==> config.mk <==
export PLATFORM = sky130hd
export DESIGN_NAME = pid_duty_update_unit
export DESIGN_NICKNAME = d
export VERILOG_FILES = /design/src/sv/pdu_pkg.sv /design/src/sv/pdu_duty_clamp.sv /design/src/sv/pid_duty_update_unit.sv
export SDC_FILE = /design/constraint.sdc
export NUM_CORES = 2
export LEC_CHECK = 0
export BUFFER_PORTS_ARGS = -buffer_cell sky130_fd_sc_hd__buf_2
export CAP_MARGIN = 30
export CORE_MARGIN = 3
export CORE_UTILIZATION = 60
export DETAILED_ROUTE_END_ITERATION = 10
export GPL_TIMING_DRIVEN = 0
export HOLD_SLACK_MARGIN = 0.12
export PLACE_DENSITY = 0.77
export SLEW_MARGIN = 15
export SYNTH_ARGS = -nofsm -noshare
export SYNTH_HDL_FRONTEND = slang
export SYNTH_SLANG_ARGS = --single-unit
==> constraint.sdc <==
create_clock -name clk -period 17.5 [get_ports clk]
set_input_delay 1.75 -clock clk [delete_from_list [all_inputs] [get_ports clk]]
set_output_delay 1.75 -clock clk [all_outputs]
set_load 0.03 [all_outputs]
==> src/sv/pdu_pkg.sv <==
package pdu_pkg;

  localparam int GAIN_FRAC_BITS  = 8;
  localparam int SPEED_FRAC_BITS = 4;
  localparam int SCALE_BITS      = GAIN_FRAC_BITS + SPEED_FRAC_BITS;

  localparam int GAIN_W     = 16;
  localparam int SPEED_W    = 16;
  localparam int DUTY_W     = 8;
  localparam int MAG_W      = SPEED_W + 1;
  localparam int ERR_W      = 18;
  localparam int DIFF_W     = ERR_W + 1;
  localparam int INTEG_W    = 32;
  localparam int KP_PROD_W  = GAIN_W + 1 + ERR_W;
  localparam int KD_PROD_W  = GAIN_W + 1 + DIFF_W;
  localparam int KI_PROD_W  = GAIN_W + 1 + INTEG_W;
  localparam int ACC_W      = KI_PROD_W + 2;
  localparam int CFG_ADDR_W = 2;
  localparam int CFG_DATA_W = GAIN_W;

  localparam logic [DUTY_W-1:0] DUTY_MAX_RESET = DUTY_W'(255);

  typedef enum logic [CFG_ADDR_W-1:0] {
    REG_KP_GAIN  = 2'd0,
    REG_KD_GAIN  = 2'd1,
    REG_KI_GAIN  = 2'd2,
    REG_DUTY_MAX = 2'd3
  } cfg_reg_t;

  typedef struct packed {
    logic        [DUTY_W-1:0]  present_duty;
    logic signed [SPEED_W-1:0] target_speed;
    logic signed [SPEED_W-1:0] measured_speed;
  } in_t;

  typedef struct packed {
    logic [DUTY_W-1:0] new_duty;
    logic              was_clamped;
  } out_t;

  // products of the three terms, plus the duty carried alongside
  typedef struct packed {
    logic signed [KP_PROD_W-1:0] kp_prod;
    logic signed [KD_PROD_W-1:0] kd_prod;
    logic signed [KI_PROD_W-1:0] ki_prod;
    logic        [DUTY_W-1:0]    duty;
  } prod_t;

endpackage

==> src/sv/pdu_duty_clamp.sv <==
module pdu_duty_clamp (
  input  pdu_pkg::prod_t               prod,
  input  logic [pdu_pkg::DUTY_W-1:0]   duty_max,
  output pdu_pkg::out_t                res
);
  import pdu_pkg::*;

  localparam logic signed [ACC_W-1:0] ROUND_BIAS =
    ACC_W'((64'd1 << SCALE_BITS) - 64'd1);

  logic signed [ACC_W-1:0] acc;
  logic signed [ACC_W-1:0] acc_bias;
  logic signed [ACC_W-1:0] quot;
  logic signed [ACC_W-1:0] total;
  logic signed [ACC_W-1:0] limit;

  always_comb begin
    acc      = ACC_W'(prod.kp_prod) + ACC_W'(prod.kd_prod) + ACC_W'(prod.ki_prod);
    // bias negatives so the arithmetic shift truncates toward zero
    acc_bias = acc + (acc[ACC_W-1] ? ROUND_BIAS : '0);
    quot     = acc_bias >>> SCALE_BITS;
    total    = quot + $signed({{(ACC_W-DUTY_W){1'b0}}, prod.duty});
    limit    = $signed({{(ACC_W-DUTY_W){1'b0}}, duty_max});
    if (total[ACC_W-1]) begin
      res.new_duty    = '0;
      res.was_clamped = 1'b1;
    end else if (total > limit) begin
      res.new_duty    = duty_max;
      res.was_clamped = 1'b1;
    end else begin
      res.new_duty    = total[DUTY_W-1:0];
      res.was_clamped = 1'b0;
    end
  end

endmodule

==> src/sv/pid_duty_update_unit.sv <==
// Channel   | Signals                         | Payload
// ----------+---------------------------------+------------------------------------------
// in        | in_valid / in_ready / in_data   | present_duty, target_speed, measured_speed
// out       | out_valid / out_ready / out_data| new_duty, was_clamped
// cfg       | cfg_wr_en / cfg_addr / cfg_wdata| kp, kd, ki gains, duty_max (write only)
//
// Path: an accepted request loads the input reg, then the product reg, then
// the result reg, from which it can be taken.
// Throughput: one request per cycle while out_ready does not stall; the product stage with
// its three gain multipliers and the error/integral state update sets the pace.
// Reset (synchronous, rst high) empties the pipe, zeroes the gains, previous
// error and integral, and sets duty_max to 255.
// Stalls: each stage holds while the next one is full and not moving, so
// empty stages keep filling while a result waits on out_ready.
module pid_duty_update_unit (
  input  logic                              clk,
  input  logic                              rst,
  input  logic                              in_valid,
  output logic                              in_ready,
  input  pdu_pkg::in_t                      in_data,
  output logic                              out_valid,
  input  logic                              out_ready,
  output pdu_pkg::out_t                     out_data,
  input  logic                              cfg_wr_en,
  input  logic [pdu_pkg::CFG_ADDR_W-1:0]    cfg_addr,
  input  logic [pdu_pkg::CFG_DATA_W-1:0]    cfg_wdata
);
  import pdu_pkg::*;

  // config registers
  logic [GAIN_W-1:0] kp_gain;
  logic [GAIN_W-1:0] kd_gain;
  logic [GAIN_W-1:0] ki_gain;
  logic [DUTY_W-1:0] duty_max;

  // controller state
  logic signed [ERR_W-1:0]   prev_err;
  logic signed [INTEG_W-1:0] integral;

  // pipeline registers
  logic  req_valid;
  in_t   req;
  logic  prod_valid;
  prod_t prod;

  // stage handshakes
  logic out_free;
  logic prod_fire;   // product stage -> result register
  logic req_fire;    // input register -> product stage (state updates here)

  // stage A combinational
  logic        [MAG_W-1:0]   t_ext, m_ext, t_mag, m_mag;
  logic signed [ERR_W-1:0]   err;
  logic signed [DIFF_W-1:0]  diff;
  logic signed [INTEG_W:0]   integ_sum;
  logic signed [INTEG_W-1:0] integ_next;
  prod_t                     prod_next;
  out_t                      res;

  assign out_free  = !out_valid || out_ready;
  assign prod_fire = prod_valid && out_free;
  assign req_fire  = req_valid && (!prod_valid || prod_fire);
  assign in_ready  = !req_valid || req_fire;

  always_ff @(posedge clk) begin
    if (rst) begin
      kp_gain  <= '0;
      kd_gain  <= '0;
      ki_gain  <= '0;
      duty_max <= DUTY_MAX_RESET;
    end else if (cfg_wr_en) begin
      unique case (cfg_reg_t'(cfg_addr))
        REG_KP_GAIN:  kp_gain  <= cfg_wdata;
        REG_KD_GAIN:  kd_gain  <= cfg_wdata;
        REG_KI_GAIN:  ki_gain  <= cfg_wdata;
        REG_DUTY_MAX: duty_max <= cfg_wdata[DUTY_W-1:0];
        default: ;
      endcase
    end
  end

  // error = |target| - |measured|; the most negative speed maps to +32768
  always_comb begin
    t_ext = {req.target_speed[SPEED_W-1], req.target_speed};
    m_ext = {req.measured_speed[SPEED_W-1], req.measured_speed};
    t_mag = t_ext[MAG_W-1] ? MAG_W'(-t_ext) : t_ext;
    m_mag = m_ext[MAG_W-1] ? MAG_W'(-m_ext) : m_ext;
    err   = $signed(ERR_W'(t_mag)) - $signed(ERR_W'(m_mag));
    diff  = DIFF_W'(err) - DIFF_W'(prev_err);

    // saturating integral update
    integ_sum = (INTEG_W+1)'(integral) + (INTEG_W+1)'(err);
    if (integ_sum[INTEG_W] != integ_sum[INTEG_W-1]) begin
      integ_next = integ_sum[INTEG_W] ? {1'b1, {(INTEG_W-1){1'b0}}}
                                      : {1'b0, {(INTEG_W-1){1'b1}}};
    end else begin
      integ_next = integ_sum[INTEG_W-1:0];
    end

    prod_next.kp_prod = $signed({1'b0, kp_gain}) * err;
    prod_next.kd_prod = $signed({1'b0, kd_gain}) * diff;
    prod_next.ki_prod = $signed({1'b0, ki_gain}) * integral;   // integral before this error
    prod_next.duty    = req.present_duty;
  end

  always_ff @(posedge clk) begin
    if (rst) begin
      req_valid  <= 1'b0;
      prod_valid <= 1'b0;
      out_valid  <= 1'b0;
      prev_err   <= '0;
      integral   <= '0;
    end else begin
      if (in_ready) begin
        req_valid <= in_valid;
      end
      if (req_fire || prod_fire) begin
        prod_valid <= req_fire;
      end
      if (out_free) begin
        out_valid <= prod_valid;
      end
      if (req_fire) begin
        prev_err <= err;
        integral <= integ_next;
      end
    end
  end

  always_ff @(posedge clk) begin
    if (in_valid && in_ready) begin
      req <= in_data;
    end
    if (req_fire) begin
      prod <= prod_next;
    end
    if (prod_fire) begin
      out_data <= res;
    end
  end

  pdu_duty_clamp u_clamp (
    .prod     (prod),
    .duty_max (duty_max),
    .res      (res)
  );

  // an empty input stage always takes a request
  a_in_ready_empty: assert property (@(posedge clk) disable iff (rst)
    !req_valid |-> in_ready)
    else $error("input stage empty but not ready");

  // previous error follows each request exactly once
  a_prev_err: assert property (@(posedge clk) disable iff (rst)
    req_fire |=> prev_err == $past(err))
    else $error("previous error not updated");

  // state is frozen while no request moves through the product stage
  a_state_hold: assert property (@(posedge clk) disable iff (rst)
    !req_fire |=> $stable(prev_err) && $stable(integral))
    else $error("controller state changed without a request");

  // a nonnegative error never wraps a nonnegative integral negative
  a_integ_sat: assert property (@(posedge clk) disable iff (rst)
    req_fire && !err[ERR_W-1] && !integral[INTEG_W-1] |=> !integral[INTEG_W-1])
    else $error("integral wrapped instead of saturating");

  // combinational clamp never exceeds the live limit
  a_clamp_range: assert property (@(posedge clk) disable iff (rst)
    prod_valid |-> res.new_duty <= duty_max)
    else $error("duty above clamp limit");

endmodule

======== Word-level counts from Yosys, hierarchy flattened ========
Index checks and enable logic that the tools add are counted.
word-level totals
  output and inout bits ................... 11
  input port bits ......................... 63
  bits in writable memories ............... 0
  bits in read-only memories .............. 0
  memories kept ........................... 0
  latch bits .............................. 0
  word-level logic and storage cells ...... 56
  register bits ........................... 286
cells by class
  bitwise logic cells ..................... 0
  reductions and logical operators ........ 15
  div/mod/pow operators ................... 0
  equality and inequality tests ........... 4
  multiply operators ...................... 3
  mux-type cells .......................... 6
  $lt $le $gt $ge ......................... 1
  add/subtract/negate cells ............... 9
  shift operators ......................... 0
operators by type and width
  kind                                                             number
  32-bit two-way mux                                               2
  51-bit by 12-bit adder with 51-bit output                        1
  51-bit by 9-bit > comparator with 1-bit output                   1
  37-bit by 49-bit adder with 50-bit output                        1
  17-bit by 32-bit multiplier with 49-bit output                   1
  39-bit by 9-bit adder with 40-bit output                         1
  35-bit by 36-bit adder with 37-bit output                        1
  17-bit by 19-bit multiplier with 36-bit output                   1
  17-bit by 18-bit multiplier with 35-bit output                   1
  17-bit two-way mux                                               2
  17-bit negator                                                   2
  32-bit by 18-bit adder with 33-bit output                        1
  18-bit by 18-bit subtractor with 19-bit output                   1
  17-bit by 17-bit subtractor with 18-bit output                   1
  12-bit two-way mux                                               1
  9-bit two-way mux                                                1
  2-bit AND reduction                                              4
  2-bit == test, second input constant                             2
  1-bit logical OR                                                 4
  1-bit logical AND                                                3
  1-bit zero test                                                  3
  2-bit by 1-bit == test with 1-bit output, second input constant  1
  2-bit zero test                                                  1
  1-bit inequality test                                            1

======== Depth between registers and ports, before layout ========
  word-level depth ........................ 7
  gate-level depth with buffers ........... 51
  depth with buffers taken out ............ 49

======== By module ========
From an unflattened synthesis, not the netlist that was laid out.
unflattened totals
  cells, all modules ...................... 6720
  area, all modules ....................... 60749.5 um^2
modules (own cells, without submodules)
  module                sequential area each (um^2)  cells an instance  instances  area an instance (um^2)
  pid_duty_update_unit  7497.2                       5717               1          53188.5
  pdu_duty_clamp        0.0                          1003               1          7561.0

======== Worst setup path after synthesis ========
OpenSTA, ideal clock, no wires.
  kind .................................... register to register
  start ................................... reg req, in the netlist m_ext[15]
  end ..................................... reg prod[91] (netlist name)
  cell stages (with the launch flop) ...... 45
  required time ........................... 17.242 ns
  library setup time ...................... 0.258 ns
  path buffers ............................ 3
  slack ................................... 6.330 ns
  arrival time ............................ 10.913 ns
  clock period less this slack ............ 11.170 ns
  path through ............................ edfxtp_1 -> clkbuf_1 -> mux2i_1 -> ha_1 -> nor2b_1 -> o21ai_0 -> a21boi_0 -> o21ai_0 -> a21boi_0 -> o21ai_0 -> a21boi_0 -> o21ai_0 -> a21boi_0 -> o21ai_0 -> a21boi_0 -> o21ai_0 -> a21boi_0 -> o21ai_0 -> (+9 left out) -> fa_1 -> inv_1 -> fa_1 -> fa_1 -> inv_1 -> fa_1 -> inv_1 -> ha_1 -> or3_1 -> o31ai_1 -> o21ai_0 -> o211ai_1 -> nand2_1 -> a41o_1 -> o41ai_1 -> o21bai_1 -> a21oi_1 -> xnor2_1
RTL lines
  what                      line                         RTL
  start: declaration        pid_duty_update_unit.sv:42   in_t req;
  start signal: assignment  pid_duty_update_unit.sv:132  req <= in_data;

==> flow_metrics.tcl <==
set metrics [dict create \
    run_status "finished clean" \
    hold_viol 0 \
    dr_total_vias 46100 \
    timing.max_cap.violations 0 \
    row_count 114 \
    cts.reportedPaths.clkPinSlew_ps 70 \
    routability_congestion_estimate 0.987 \
    postCtsSetupRepairBufs 0 \
    design.portCount 74 \
    postSynthAreaPerCell_sq_um 9.01 \
    grt_max_degree 56 \
    antenna_violations_before_repair 8 \
    skew_ps 39.6 \
    cts.htree.levels 2 \
    post-route-period-util 0.848 \
    grt_first_pass_wirelength_um 269000 \
    peak_ir_drop_on_the_vdd_network_mv 0.189 \
    synth_enable_flop_cells 177 \
    critPathMaxStageDelay_ps 800 \
    worstSetupEndpointType "flip-flop" \
    grt_remaining_overflow 0 \
    post_drt_wl_per_cell_um 21.3 \
    number_of_nets_in_the_final_layout 8340 \
    routed_via_density 5.76 \
    worstSetupPathType "flip-flop to flip-flop" \
    hold_class "flip-flop to flip-flop" \
    register_bit_total_from_synthesis 286 \
    postCtsResizedCells 0 \
    pwr_density_cell_nw_per_um2 135 \
    timing.critical_path.arrival_ps 15100 \
    final_max_slew_viol_count 0 \
    synth.cell_area_sq_um 59300 \
    synth_sequential_area_ratio 0.126 \
    quantity_of_i_o_buffers_inserted_on_ports 72 \
    synth_cell_type_count 98 \
    area_growth_pct 5.88 \
    sw_ratio 0.573 \
    achievable-frequency_ghz 0.0674 \
    detailedPlace.worstSlack_ps 2880 \
    finalSetupViolCount 0 \
    numCtsBuffers 36 \
    initialDrtViolationCount 3992 \
    synth-async-reset-ratio 0 \
    clock_sinks 286 \
    ant_nets 0 \
    drc_errors_left 0 \
    synth_warnings 0 \
    design_power_total_uw 8490 \
    route.final.wire_length_um 171000 \
    cellLeakagePower_uw 0.0285 \
    critPathRequiredTime_ps 17770 \
    floorplan_core_area_sq_um 97300 \
    power.switching_uw 4860 \
    cts_root_buffer "sky130_fd_sc_hd__clkbuf_16" \
    cts_hold_repair.buffers 0 \
    critical_path.max_fanout 11 \
    power.combinational.fraction 0.788 \
    worstSkewPairLatency_ps 590 \
    setup.worst_path.start_class "flip-flop" \
    internal_power_uw 3620 \
    seq_power_share 0.119 \
    nFillCells 8033 \
    clkPwrFrac 0.092 \
    floorplan.die_area_sq_um 103000 \
    critical_path.slowest_cell "sky130_fd_sc_hd__xor2_1" \
    die_h_um 320 \
    first_global_vias 48200 \
    r2r_setup_slack_ps 2670 \
    die_width_um 320 \
    setup_total_negative_slack_ps 0 \
    syn-instance-count 6575 \
    cts_buffer_depth 3 \
    setup_repair_after_global_routing_missed_its_margin "no" \
    hpwlAfterDp_um 144000 \
    most_frequently_used_flop_master_after_synthesis "sky130_fd_sc_hd__edfxtp_1" \
    timing.critical_path.mode_cell "sky130_fd_sc_hd__o21ai_0" \
    synth_nets 8211 \
    detail_route.first_pass.iterations 6 \
    tritoncts "yes" \
    grt_util_all_layers 0.342 \
    floorplan.initialDensity 0.609 \
    finalWorstSetupSlack_ps 2670 \
    worst_slew_pin_tran_ps 1050 \
    timing.hold.ws_ps 418 \
    layout-drive-gt1-share 0.0342 \
    timing.slew.headroom 0.297 \
    timing.final.crit_period_ps 14830 \
]
## sequential cells by signal (all words and copies together), names as in the netlist
| signal | count |
|---|---|
| duty_max | 8 |
| integral | 32 |
| kd_gain | 16 |
| ki_gain | 16 |
| kp_gain | 16 |
| m_ext | 16 |
| out_data | 9 |
| out_valid | 1 |
| prev_err | 18 |
| prod | 128 |
| prod_next | 8 |
| prod_valid | 1 |
| req | 16 |
| req_valid | 1 |
## layer usage
metal,up-vias,GRT usage,part of all wire
met2,2022,0.543,0.45
met3,439,0.110,0.12
met4,8,0.144,0.050
li1,20700,-,-
met1,23000,0.434,0.38
met5,-,0,0.00032
## power by group through the flow
stage                     sequential, uW  clock (uW)  combinational, uW
after global placement              1030           0               6350
after detailed placement            1020           0               6500
final                               1010         782               6690
after floorplan                      951           0               4560
after CTS                           1010         793               6550
after global routing                1020         819               7330
## cells in the final DEF (no fill, tap or decap), types with 11 or more instances in the layout
master,instances
sky130_fd_sc_hd__nor3_1,73
sky130_fd_sc_hd__dfxtp_1,109
sky130_fd_sc_hd__a31oi_1,28
sky130_fd_sc_hd__a211oi_1,52
sky130_fd_sc_hd__nor4_1,11
sky130_fd_sc_hd__a21oi_1,276
sky130_fd_sc_hd__nand4_1,24
sky130_fd_sc_hd__and2_1,460
sky130_fd_sc_hd__or3_1,25
sky130_fd_sc_hd__mux2i_1,13
sky130_fd_sc_hd__nand2b_1,28
sky130_fd_sc_hd__inv_1,1349
sky130_fd_sc_hd__xnor2_1,190
sky130_fd_sc_hd__ha_1,436
sky130_fd_sc_hd__o21a_1,27
sky130_fd_sc_hd__edfxtp_1,177
sky130_fd_sc_hd__buf_2,84
sky130_fd_sc_hd__clkbuf_16,41
sky130_fd_sc_hd__o21bai_1,23
sky130_fd_sc_hd__a21o_1,59
sky130_fd_sc_hd__a211o_1,14
sky130_fd_sc_hd__and3_1,38
sky130_fd_sc_hd__fa_1,1137
sky130_fd_sc_hd__clkbuf_1,247
sky130_fd_sc_hd__o31ai_1,20
sky130_fd_sc_hd__o21ai_0,146
sky130_fd_sc_hd__nor2b_1,56
sky130_fd_sc_hd__a21boi_0,25
sky130_fd_sc_hd__o211ai_1,21
sky130_fd_sc_hd__nor2_1,209
sky130_fd_sc_hd__xor2_1,66
sky130_fd_sc_hd__nand2_1,946
sky130_fd_sc_hd__nand3_1,61
sky130_fd_sc_hd__or2_2,21
## worst paths after layout
kind	cells after the start	start	end
worst max-delay path	46	m_ext[15]	prod[91]
worst min-delay path	0	prod_next[0]	prod[0]
worst max register to register	46	m_ext[15]	prod[91]
worst min register to register	0	prod_next[0]	prod[0]
## critical path, delay by kind of cell, from the launching register on
family,cells,cell delay (ps)
AOI/OAI and AO/OA,21,4330
adders and majority gates,9,4170
DFF,1,510
muxes,1,360
buffers and inverters,7,2270
xor gates and xnor gates,3,2270
and+or+nand+nor,5,640
## cell families after synthesis
group,synth area share
AO/OA/AOI/OAI,0.0876
XOR/XNOR,0.0391
adder cells (fa/ha/maj),0.477
buffers and inverters,0.102
flip-flops,0.126
multiplexers,0.00353
other,0.000127
AND/OR/NAND/NOR,0.164
## Yosys cell counts (all sizes together), types with 27 or more instances
| library cell | count | area share |
|---|---|---|
| a211oi | 54 | 0.0070 |
| a21o | 59 | 0.0075 |
| a21oi | 277 | 0.023 |
| a31oi | 29 | 0.0031 |
| and2 | 461 | 0.049 |
| and3 | 38 | 0.0040 |
| clkbuf | 243 | 0.015 |
| dfxtp | 109 | 0.037 |
| edfxtp | 177 | 0.090 |
| fa | 1137 | 0.38 |
| ha | 436 | 0.092 |
| inv | 1350 | 0.086 |
| nand2 | 946 | 0.060 |
| nand2b | 28 | 0.0030 |
| nand3 | 63 | 0.0056 |
| nor2 | 209 | 0.013 |
| nor2b | 57 | 0.0060 |
| nor3 | 74 | 0.0063 |
| o21a | 27 | 0.0034 |
| o21ai | 152 | 0.013 |
| xnor2 | 197 | 0.029 |
| xor2 | 67 | 0.0099 |
## layout make-up
type,instances,area [sq um],area share
flip-flops and latches,286,7500,0.119
clock inverters,18,156,0.00249
multi-input cells,4683,45800,0.730
inverters,1350,5070,0.0808
repair buffers,91,577,0.00919
diodes,6,15.0,0.000239
plain buffers,256,983,0.0157
well taps,1276,1600,0.0254
clock buffers,48,1060,0.0169
## per-stage QoR
stage	util	std cells	cell area, sq um
6_report	0.645	8014	62700
5_1_grt	0.645	8010	62700
4_1_cts	0.645	8004	62700
3_5_place_dp	0.632	7938	61500
3_3_place_gp	0.629	7923	61200
2_1_floorplan	-	6575	59300
Power figures use the tool's default switching activity.
